<file path="src/design/thf_pkg.sv">
// ----------------------------------------------------------------------------
// Threshold hit finder package
// Shared widths, register indexes and the command and status types that run
// between the controller and the datapath.
// ----------------------------------------------------------------------------
package thf_pkg;

    // Field widths
    localparam int CHAN_W   = 20;
    localparam int SAMPLE_W = 16;
    localparam int START_W  = 20;
    localparam int CHARGE_W = 36;
    localparam int QUOT_W   = 35;
    localparam int DUR_W    = 21;

    // Configuration register widths
    localparam int THR_W = 15;
    localparam int DS_W  = 5;
    localparam int DIV_W = 16;

    // Configuration port
    localparam int CFG_IDX_W  = 2;
    localparam int CFG_DATA_W = 16;
    localparam logic [CFG_IDX_W-1:0] REG_THRESHOLD    = 2'd0;
    localparam logic [CFG_IDX_W-1:0] REG_DOWNSAMPLE   = 2'd1;
    localparam logic [CFG_IDX_W-1:0] REG_CHARGE_DIV   = 2'd2;

    // Register reset values
    localparam logic [THR_W-1:0] THRESHOLD_RST = 15'd200;
    localparam logic [DS_W-1:0]  DOWNSAMPLE_RST = 5'd1;
    localparam logic [DIV_W-1:0] CHARGE_DIV_RST = 16'd99;

    // Samples per waveform before the sample index wraps
    localparam int MAX_WAVEFORM_SAMPLES = 65536;
    localparam int IDX_W = $clog2(MAX_WAVEFORM_SAMPLES);

    // Width of the start tick product before saturation
    localparam int STP_W = (IDX_W + DS_W > START_W) ? IDX_W + DS_W : START_W;

    // Stream widths, padded to whole bytes
    localparam int S_DATA_W = ((CHAN_W + SAMPLE_W + 7) / 8) * 8;
    localparam int M_DATA_W = ((CHAN_W + START_W + QUOT_W + DUR_W + 7) / 8) * 8;

    // Divider: one quotient bit per step
    localparam int DIV_STEPS = CHARGE_W;
    localparam int DCNT_W    = $clog2(DIV_STEPS);

    // Commands from the controller to the datapath
    typedef struct packed {
        logic accept;    // input transaction taken this cycle
        logic div_load;  // load the divider with the closing hit's charge
        logic div_step;  // one restoring division step
        logic out_load;  // move the finished hit into the output register
    } thf_cmd_t;

    // Status from the datapath to the controller
    typedef struct packed {
        logic emit;      // the offered sample closes an open hit
    } thf_status_t;

endpackage

</file>
<file path="src/design/thf_div.sv">
// ----------------------------------------------------------------------------
// Threshold hit finder divider
// Restoring divider that produces one quotient bit per step and saturates
// the quotient to the width of the emitted charge.
// ----------------------------------------------------------------------------
module thf_div (
    input  logic                          clk,
    input  logic                          load,
    input  logic                          step,
    input  logic [thf_pkg::CHARGE_W-1:0]  dividend,
    input  logic [thf_pkg::DIV_W-1:0]     divisor,
    output logic [thf_pkg::QUOT_W-1:0]    quotient
);
    import thf_pkg::*;

    logic [CHARGE_W-1:0] quot_reg;
    logic [CHARGE_W-1:0] quot_next;
    logic [DIV_W-1:0]    rem_reg;
    logic [DIV_W-1:0]    rem_next;
    logic [DIV_W-1:0]    dvsr_reg;
    logic [DIV_W-1:0]    dvsr_next;
    logic [DIV_W:0]      trial;
    logic                fits;

    // One restoring step: shift in the next dividend bit and try to subtract.
    always_comb
    begin
        trial     = {rem_reg, quot_reg[CHARGE_W-1]};
        fits      = (trial >= {1'b0, dvsr_reg});
        quot_next = quot_reg;
        rem_next  = rem_reg;
        dvsr_next = dvsr_reg;
        if (load)
        begin
            quot_next = dividend;
            rem_next  = '0;
            // A zero divisor behaves as one.
            dvsr_next = (divisor == '0) ? DIV_W'(1) : divisor;
        end
        else if (step)
        begin
            quot_next = {quot_reg[CHARGE_W-2:0], fits};
            rem_next  = fits ? DIV_W'(trial - {1'b0, dvsr_reg}) : trial[DIV_W-1:0];
        end
    end

    always_ff @(posedge clk)
    begin
        quot_reg <= quot_next;
        rem_reg  <= rem_next;
        dvsr_reg <= dvsr_next;
    end

    // Saturate to the emitted charge width.
    assign quotient = quot_reg[CHARGE_W-1] ? {QUOT_W{1'b1}} : quot_reg[QUOT_W-1:0];

endmodule

</file>
<file path="src/design/thf_ctrl.sv">
// ----------------------------------------------------------------------------
// Threshold hit finder controller
// Sequences input acceptance, the charge division of a closing hit and the
// hand-off of the finished hit to the output register.
// ----------------------------------------------------------------------------
module thf_ctrl (
    input  logic                  clk,
    input  logic                  rst_n,
    input  logic                  s_tvalid,
    output logic                  s_tready,
    output logic                  m_tvalid,
    input  logic                  m_tready,
    input  thf_pkg::thf_status_t  status,
    output thf_pkg::thf_cmd_t     cmd
);
    import thf_pkg::*;

    localparam logic [1:0] ST_IDLE = 2'd0;
    localparam logic [1:0] ST_DIV  = 2'd1;
    localparam logic [1:0] ST_DONE = 2'd2;

    logic [1:0]        state_reg;
    logic [1:0]        state_next;
    logic [DCNT_W-1:0] cnt_reg;
    logic [DCNT_W-1:0] cnt_next;
    logic              out_valid_reg;
    logic              out_valid_next;

    // Next state and commands
    always_comb
    begin
        state_next   = state_reg;
        cnt_next     = cnt_reg;
        cmd          = '0;
        s_tready     = 1'b0;
        unique case (state_reg)
            ST_IDLE:
            begin
                s_tready   = 1'b1;
                cmd.accept = s_tvalid;
                if (s_tvalid && status.emit)
                begin
                    cmd.div_load = 1'b1;
                    cnt_next     = '0;
                    state_next   = ST_DIV;
                end
            end
            ST_DIV:
            begin
                cmd.div_step = 1'b1;
                cnt_next     = cnt_reg + DCNT_W'(1);
                if (cnt_reg == DCNT_W'(DIV_STEPS - 1))
                begin
                    state_next = ST_DONE;
                end
            end
            ST_DONE:
            begin
                if (!out_valid_reg || m_tready)
                begin
                    cmd.out_load = 1'b1;
                    state_next   = ST_IDLE;
                end
            end
            default:
            begin
                state_next = ST_IDLE;
            end
        endcase
    end

    // Output valid flag
    always_comb
    begin
        priority if (cmd.out_load)
        begin
            out_valid_next = 1'b1;
        end
        else if (m_tready)
        begin
            out_valid_next = 1'b0;
        end
        else
        begin
            out_valid_next = out_valid_reg;
        end
    end

    always_ff @(posedge clk or negedge rst_n)
    begin
        if (!rst_n)
        begin
            state_reg     <= ST_IDLE;
            cnt_reg       <= '0;
            out_valid_reg <= 1'b0;
        end
        else
        begin
            state_reg     <= state_next;
            cnt_reg       <= cnt_next;
            out_valid_reg <= out_valid_next;
        end
    end

    assign m_tvalid = out_valid_reg;

endmodule

</file>
<file path="src/design/thf_dp.sv">
// ----------------------------------------------------------------------------
// Threshold hit finder datapath
// Configuration registers, per-channel hit state, the hit record held during
// division, the divider and the output payload register.
// ----------------------------------------------------------------------------
module thf_dp (
    input  logic                             clk,
    input  logic                             rst_n,
    input  logic [thf_pkg::S_DATA_W-1:0]     s_tdata,
    input  logic                             s_tlast,
    output logic [thf_pkg::M_DATA_W-1:0]     m_tdata,
    input  logic                             cfg_valid,
    output logic                             cfg_ready,
    input  logic [thf_pkg::CFG_IDX_W-1:0]    cfg_index,
    input  logic [thf_pkg::CFG_DATA_W-1:0]   cfg_data,
    input  thf_pkg::thf_cmd_t                cmd,
    output thf_pkg::thf_status_t             status
);
    import thf_pkg::*;

    localparam logic [START_W-1:0]  START_MAX = {START_W{1'b1}};
    localparam logic [CHARGE_W-1:0] SUM_MAX   = {CHARGE_W{1'b1}};
    localparam logic [DUR_W-1:0]    DUR_MAX   = {DUR_W{1'b1}};

    // Configuration registers
    logic [THR_W-1:0] thr_reg;
    logic [DS_W-1:0]  ds_reg;
    logic [DIV_W-1:0] cdiv_reg;

    // Per-channel state
    logic                in_hit_reg,  in_hit_next;
    logic [IDX_W-1:0]    idx_reg,     idx_next;
    logic [START_W-1:0]  start_reg,   start_next;
    logic [CHARGE_W-1:0] charge_reg,  charge_next;
    logic [DUR_W-1:0]    dur_reg,     dur_next;
    logic [CHAN_W-1:0]   chan_reg,    chan_next;

    // Hit record held while the charge is divided
    logic [CHAN_W-1:0]   hold_chan_reg;
    logic [START_W-1:0]  hold_start_reg;
    logic [DUR_W-1:0]    hold_dur_reg;

    // Output payload
    logic [M_DATA_W-1:0] out_data_reg;

    // Item decode
    logic [CHAN_W-1:0]   in_chan;
    logic [SAMPLE_W-1:0] in_sample;
    logic                changed;
    logic                over;
    logic                e_in_hit;
    logic [IDX_W-1:0]    e_idx;
    logic [CHARGE_W-1:0] e_charge;
    logic [DUR_W-1:0]    e_dur;
    logic [STP_W-1:0]    start_prod;
    logic [SAMPLE_W+DS_W-1:0] add_prod;
    logic [CHARGE_W:0]   charge_sum;
    logic [DUR_W:0]      dur_sum;
    logic [QUOT_W-1:0]   quotient;

    assign cfg_ready = 1'b1;

    // Configuration writes; an unused index is ignored.
    always_ff @(posedge clk or negedge rst_n)
    begin
        if (!rst_n)
        begin
            thr_reg  <= THRESHOLD_RST;
            ds_reg   <= DOWNSAMPLE_RST;
            cdiv_reg <= CHARGE_DIV_RST;
        end
        else if (cfg_valid)
        begin
            unique case (cfg_index)
                REG_THRESHOLD:  thr_reg  <= cfg_data[THR_W-1:0];
                REG_DOWNSAMPLE: ds_reg   <= cfg_data[DS_W-1:0];
                REG_CHARGE_DIV: cdiv_reg <= cfg_data[DIV_W-1:0];
                default:        ;
            endcase
        end
    end

    // Sample decode against the channel state; a new channel starts clean.
    always_comb
    begin
        in_chan    = s_tdata[CHAN_W-1:0];
        in_sample  = s_tdata[CHAN_W+SAMPLE_W-1:CHAN_W];
        changed    = (in_chan != chan_reg);
        e_in_hit   = changed ? 1'b0 : in_hit_reg;
        e_idx      = changed ? '0 : idx_reg;
        e_charge   = changed ? '0 : charge_reg;
        e_dur      = changed ? '0 : dur_reg;
        over       = ($signed(in_sample) > $signed({1'b0, thr_reg}));
        start_prod = STP_W'(e_idx) * STP_W'(ds_reg);
        add_prod   = (SAMPLE_W+DS_W)'(in_sample) * (SAMPLE_W+DS_W)'(ds_reg);
        charge_sum = {1'b0, e_charge} + (CHARGE_W+1)'(add_prod);
        dur_sum    = {1'b0, e_dur} + (DUR_W+1)'(ds_reg);
        status.emit = !s_tlast && !over && e_in_hit;
    end

    // Per-channel state update for an accepted sample
    always_comb
    begin
        in_hit_next = in_hit_reg;
        idx_next    = idx_reg;
        start_next  = start_reg;
        charge_next = charge_reg;
        dur_next    = dur_reg;
        chan_next   = chan_reg;
        if (cmd.accept)
        begin
            chan_next = in_chan;
            if (s_tlast)
            begin
                in_hit_next = 1'b0;
                idx_next    = '0;
                start_next  = '0;
                charge_next = '0;
                dur_next    = '0;
            end
            else
            begin
                in_hit_next = e_in_hit;
                start_next  = changed ? '0 : start_reg;
                charge_next = e_charge;
                dur_next    = e_dur;
                if (over && !e_in_hit)
                begin
                    // Opening sample of a hit
                    in_hit_next = 1'b1;
                    start_next  = (start_prod > STP_W'(START_MAX)) ? START_MAX
                                                                   : start_prod[START_W-1:0];
                    charge_next = CHARGE_W'(in_sample);
                    dur_next    = DUR_W'(ds_reg);
                end
                else if (over)
                begin
                    // Hit continues; both sums saturate.
                    charge_next = charge_sum[CHARGE_W] ? SUM_MAX : charge_sum[CHARGE_W-1:0];
                    dur_next    = dur_sum[DUR_W] ? DUR_MAX : dur_sum[DUR_W-1:0];
                end
                else if (e_in_hit)
                begin
                    // Hit closes; its record moves to the hold registers.
                    in_hit_next = 1'b0;
                    start_next  = '0;
                    charge_next = '0;
                    dur_next    = '0;
                end
                idx_next = (e_idx == IDX_W'(MAX_WAVEFORM_SAMPLES - 1)) ? '0
                                                                       : e_idx + IDX_W'(1);
            end
        end
    end

    always_ff @(posedge clk or negedge rst_n)
    begin
        if (!rst_n)
        begin
            in_hit_reg <= 1'b0;
            idx_reg    <= '0;
            start_reg  <= '0;
            charge_reg <= '0;
            dur_reg    <= '0;
            chan_reg   <= '0;
        end
        else
        begin
            in_hit_reg <= in_hit_next;
            idx_reg    <= idx_next;
            start_reg  <= start_next;
            charge_reg <= charge_next;
            dur_reg    <= dur_next;
            chan_reg   <= chan_next;
        end
    end

    // Hit record capture and output payload
    always_ff @(posedge clk)
    begin
        if (cmd.div_load)
        begin
            hold_chan_reg  <= in_chan;
            hold_start_reg <= start_reg;
            hold_dur_reg   <= dur_reg;
        end
        if (cmd.out_load)
        begin
            out_data_reg <= M_DATA_W'({hold_dur_reg, quotient, hold_start_reg, hold_chan_reg});
        end
    end

    // Charge divider
    thf_div u_div (
        .clk      (clk),
        .load     (cmd.div_load),
        .step     (cmd.div_step),
        .dividend (charge_reg),
        .divisor  (cdiv_reg),
        .quotient (quotient)
    );

    assign m_tdata = out_data_reg;

endmodule

</file>
<file path="src/design/threshold_hit_finder_core.sv">
// ----------------------------------------------------------------------------
// Threshold hit finder core
// Time-over-threshold hit finder on a stream of channel waveform samples.
//
//  Channel   Direction  Handshake              Content
//  s_*       in         s_tvalid / s_tready    channel id and sample, tlast ends channel
//  m_*       out        m_tvalid / m_tready    one finished hit per transaction
//  cfg_*     in         cfg_valid / cfg_ready  register index and write data
//
// A sample that closes a hit holds off the input while its charge goes through
// the serial restoring divider one quotient bit per cycle, and the hit then
// moves into the output register. While a finished hit waits in the output
// register the next samples are still taken; only another closing hit waits
// for it. Reset is asynchronous and active low and restores the register
// defaults.
// ----------------------------------------------------------------------------
module threshold_hit_finder_core (
    input  logic                            clk,
    input  logic                            rst_n,
    input  logic                            s_tvalid,
    output logic                            s_tready,
    input  logic [thf_pkg::S_DATA_W-1:0]    s_tdata,   // channel_id[19:0], sample[35:20]
    input  logic                            s_tlast,
    output logic                            m_tvalid,
    input  logic                            m_tready,
    output logic [thf_pkg::M_DATA_W-1:0]    m_tdata,   // hit_channel[19:0], start_time[39:20],
                                                       // hit_charge[74:40],
                                                       // time_over_threshold[95:75]
    input  logic                            cfg_valid,
    output logic                            cfg_ready,
    input  logic [thf_pkg::CFG_IDX_W-1:0]   cfg_index,
    input  logic [thf_pkg::CFG_DATA_W-1:0]  cfg_data
);
    import thf_pkg::*;

    thf_cmd_t    cmd;
    thf_status_t status;

    // Sequencer
    thf_ctrl u_ctrl (
        .clk      (clk),
        .rst_n    (rst_n),
        .s_tvalid (s_tvalid),
        .s_tready (s_tready),
        .m_tvalid (m_tvalid),
        .m_tready (m_tready),
        .status   (status),
        .cmd      (cmd)
    );

    // Hit state, divider and output payload
    thf_dp u_dp (
        .clk       (clk),
        .rst_n     (rst_n),
        .s_tdata   (s_tdata),
        .s_tlast   (s_tlast),
        .m_tdata   (m_tdata),
        .cfg_valid (cfg_valid),
        .cfg_ready (cfg_ready),
        .cfg_index (cfg_index),
        .cfg_data  (cfg_data),
        .cmd       (cmd),
        .status    (status)
    );

endmodule

</file>
<file path="config.mk">
export PLATFORM = sky130hd
export DESIGN_NAME = threshold_hit_finder_core
export DESIGN_NICKNAME = d
export VERILOG_FILES = /design/src/design/thf_pkg.sv /design/src/design/thf_div.sv /design/src/design/thf_ctrl.sv /design/src/design/thf_dp.sv /design/src/design/threshold_hit_finder_core.sv
export SDC_FILE = /design/constraint.sdc
export NUM_CORES = 1
export LEC_CHECK = 0
export BUFFER_PORTS_ARGS = -buffer_cell sky130_fd_sc_hd__buf_2
export CAP_MARGIN = 30
export CORE_UTILIZATION = 40
export DETAILED_ROUTE_END_ITERATION = 10
export PLACE_DENSITY_LB_ADDON = 0.2
export SETUP_SLACK_MARGIN = 0.02
export SLEW_MARGIN = 40
export SYNTH_ARGS = -nofsm -noshare
export SYNTH_HDL_FRONTEND = slang
export SYNTH_SLANG_ARGS = --single-unit
</file>
<file path="constraint.sdc">
create_clock -name clk -period 6.09 [get_ports clk]
set_input_delay 1.218 -clock clk [delete_from_list [all_inputs] [get_ports clk]]
set_output_delay 1.218 -clock clk [all_outputs]
set_load 0.01 [all_outputs]
</file>
==> summary.txt <==
Setup path
  – CP Launch Type: primary input
  – Critical-path cell list: buf_2 > xnor2_2 > nand4_1 > nor3_4 > and2_4 > buf_12 > buf_6 > and3_4 > fa_1 > fa_1 > inv_1 > fa_1 > inv_1 > ha_1 > or3_4 > o211ai_1 > a21oi_1 > or3_4 > a21o_4 > buf_6 > o311ai_1 > nand2_1
  – FF-to-FF path depth: 21
  – Worst reg2reg endpoint: u_dp.start_reg[11]
  – R2R setup slack: about 0.36 ns
  – Critical Path Sink: u_dp.start_reg[11]
  – Critical path peak fanout: 18
  – WP data required: 6.51 ns
  – Most used cell, CP: fa_1
  – Worst path bufs/invs: 6
  – Top delay family on crit path: simple AND/OR/NAND/NOR gates
  – Worst Setup Path Type: in2reg
  – Worst reg2reg path startpoint: u_dp.chan_reg[19]
  – Critical-path top delay cell: fa_1
  – Crit path arrival time: 6.49 ns
  – Critical Path Source: s_tdata[0]
  – CP Capture Type: flop
  – Crit path depth: 22
  – Critical Path Max Stage Delay: approximately 0.54 ns

CTS
  – Clk root buf: clkbuf_16
  – Worst-Skew Late Latency: 0.57 ns
  – H-tree Lvls: 2
  – CTS Buf Count: 41
  – CTS tree: done
  – Clk pin slew, worst setup/hold paths: 0.06 ns
  – Clock buffer depth: 3
  – Hold-fix buffers, CTS: 0
  – Clock Sinks: roughly 380

Floorplanning
  – Initial Utilization: 40.8%
  – Row count: 87
  – Die Y: ~240 um
  – Die W: 243 um
  – Boundary pin count: 163
  – Die area: 59,000 um^2
  – Core area: 56,900 um^2

Placement
  – Post-DP HPWL: 46.5 mm
  – Gpl congestion: roughly 0.88
  – Placed Instances: between 3,000 and 4,000
  – Port bufs: between 150 and 200

Layout
  – Number of fill cells: 5,157
  – Commonest non-fill, non-tap cell in the layout: nand2_1
  – Final nets: 2,816
  – Post-layout util: 49.1%
  – Non-Filler Instances: roughly 3,300
  – Max reg flops: 96
  – Share of cells above drive strength 1: a little under a quarter
  – Commonest non-fill, non-tap cells in the layout: 416 x nand2_1, 209 x edfxtp_1, 173 x buf_4
  – Syn-to-layout area delta: 20.3%

Synthesis
  – Post-synthesis async set-or-reset flop share: 41.4%
  – Post-Syn Area per Cell: 10.2 um^2
  – Count of state elements after synthesis: 384
  – Top area cells in the synthesized netlist: edfxtp_1 27%, dfrtp_1 16%, fa_1 9.1%
  – Synth top area share: 27.0%
  – Syn nets: 2,550
  – Netlist cell types: 88
  – Ys Warns: 0
  – Post-synth EDFFs: 209
  – Area leader, netlist: edfxtp_1
  – Post-Syn Instances: 2,283
  – Top FF cell, synth: edfxtp_1
  – Register area share after synthesis: between 40% and 50%
  – Area of the mapped netlist: 23,200 um^2

Timing
  – Least-Margin Pin Slew: a little over 0.8 ns
  – Endpoints failing setup: 0
  – Crit path time final: 6.07 ns
  – Final Cycle Share: 99.7%
  – Max Freq: 165 MHz
  – Slew Limit Fails: 0
  – RSZ-0062 raised after global routing: true
  – Final Skew: 0.0230 ns
  – Final number of hold-violating endpoints: 0
  – Worst slew margin: 45.3%

Routing
  – Routed len/inst: 19.0 um
  – DR iter-0 viols: roughly 1,300
  – DR pass1 iterations: 6
  – Via Count: around 18,000
  – Post-route ant nets: 0
  – Total Routed Length: 63.4 mm
  – Residual DRC: 0
  – Via density: roughly 5.4

Pwr
  – Leakage: 12.3 nW
  – Peak VDD IR: 0.192 mV
  – Pwr Total: 7.76 mW
  – PD cells: 278 nW/um^2

Global routing
  – GRT Overall Usage: 21.3%
  – Number of global-route vias before repair: 17,937
  – Pin count of the biggest net entering global routing: 88
  – Overflow left after global routing: 0
  – Antenna violations before repair: 1
  – First-pass GRT wire length: 100 mm

Outcome
  – Status: complete, no violations

Run
  – Max-cap violations: 0

Worst hold path
  – Worst min-delay path category: reg2reg
[layout make-up]
| class | count | area, um^2 | area share (%) |
|---|---|---|---|
| clock inverters | 14 | 195 | 0.699 |
| well taps | 756 | 946 | 3.39 |
| clock buffers | 60 | 1150 | 4.11 |
| inverters | 165 | 619 | 2.22 |
| flip-flops and latches | 384 | 10600 | 37.9 |
| multi-input cells | 1606 | 12000 | 43.0 |
| repair buffers | 351 | 2420 | 8.67 |
| diodes | 1 | 2.50 | 0.00896 |
[per-layer routing]
metal | vias up | routed length (um) | part of all wire, % | global-route usage [%]
met5 | - | 0 | 0 | 0
met4 | 0 | 1520 | 2.4 | 6.12
met3 | 80 | 2870 | 4.5 | 2.75
met2 | 425 | 29300 | 46 | 33.8
met1 | 9073 | 29800 | 47 | 30.5
li1 | 8559 | - | - | -
[how the worst min path moves through the flow]
stage,startpoint,to,slack (ns),depth (start not counted)
floorplan,u_dp.hold_chan_reg[0],u_dp.m_tdata[0],0.40,0
global placement,u_dp.hold_chan_reg[19],u_dp.m_tdata[19],0.40,0
detailed placement,u_dp.hold_dur_reg[18],u_dp.m_tdata[93],0.40,0
CTS,u_dp.hold_start_reg[13],u_dp.m_tdata[33],0.41,0
global route,u_dp.hold_start_reg[13],u_dp.m_tdata[33],0.41,0
finish,u_dp.hold_start_reg[13],u_dp.m_tdata[33],0.42,0
[synthesized netlist by cell type, types with 12 or more instances]
cell	n
nand2_1	418
edfxtp_1	209
inv_1	165
dfrtp_1	151
o21ai_0	121
fa_1	105
ha_1	98
clkbuf_1	89
a21oi_1	88
and3_1	87
nor2_1	72
nand3_1	53
xnor2_1	50
or2_2	43
nor3_1	32
and2_1	31
a21o_1	25
mux2_2	25
o21ai_1	25
buf_2	22
o31ai_1	20
nand4_1	18
nor2b_1	18
a31oi_1	17
o211ai_1	17
dfxtp_1	16
o221ai_1	13
mux2i_1	12
nand2b_1	12
o21a_1	12
or3_1	12
xor2_1	12
[power breakdown]
part | total, mW | internal [mW] | switching [mW]
registers | 2.91 | 2.82 | 0.0931
clock network | 2.52 | 1.49 | 1.03
logic | 2.33 | 1.06 | 1.27
total | 7.76 | 5.37 | 2.39
[cells by family (layout without fill, tap and decap cells)]
family,count (synthesis),in the layout,synth area share [%]
and+or+nand+nor,834,834,17.1
adders and majority gates,203,203,14.3
DFF,384,384,45.6
other,1,2,0.0161
xor gates and xnor gates,62,62,2.34
AOI/OAI and AO/OA,468,469,13.7
muxes,37,37,1.73
buffers and inverters,294,590,5.19
[stage by stage]
stage	setup TNS, ns	instance area [um^2]	setup slack (ns)	hold slack, ns
CTS	-0.0117	27400	-0.00865	0.412
detailed placement	-28.57	25900	-0.718	0.405
finish	0	27900	0.0183	0.415
global placement	-26.32	25900	-0.679	0.401
global route	-1.83	27900	-0.218	0.412
floorplan	-4.78	23400	-0.257	0.400
[what timing repair did]
item	CTS	global route
buffers inserted	4	11
pin swaps	6	60
gates cloned	2	4
setup endpoints to repair	23	56
gates resized for setup	9	80
Power figures use the tool's default switching activity.
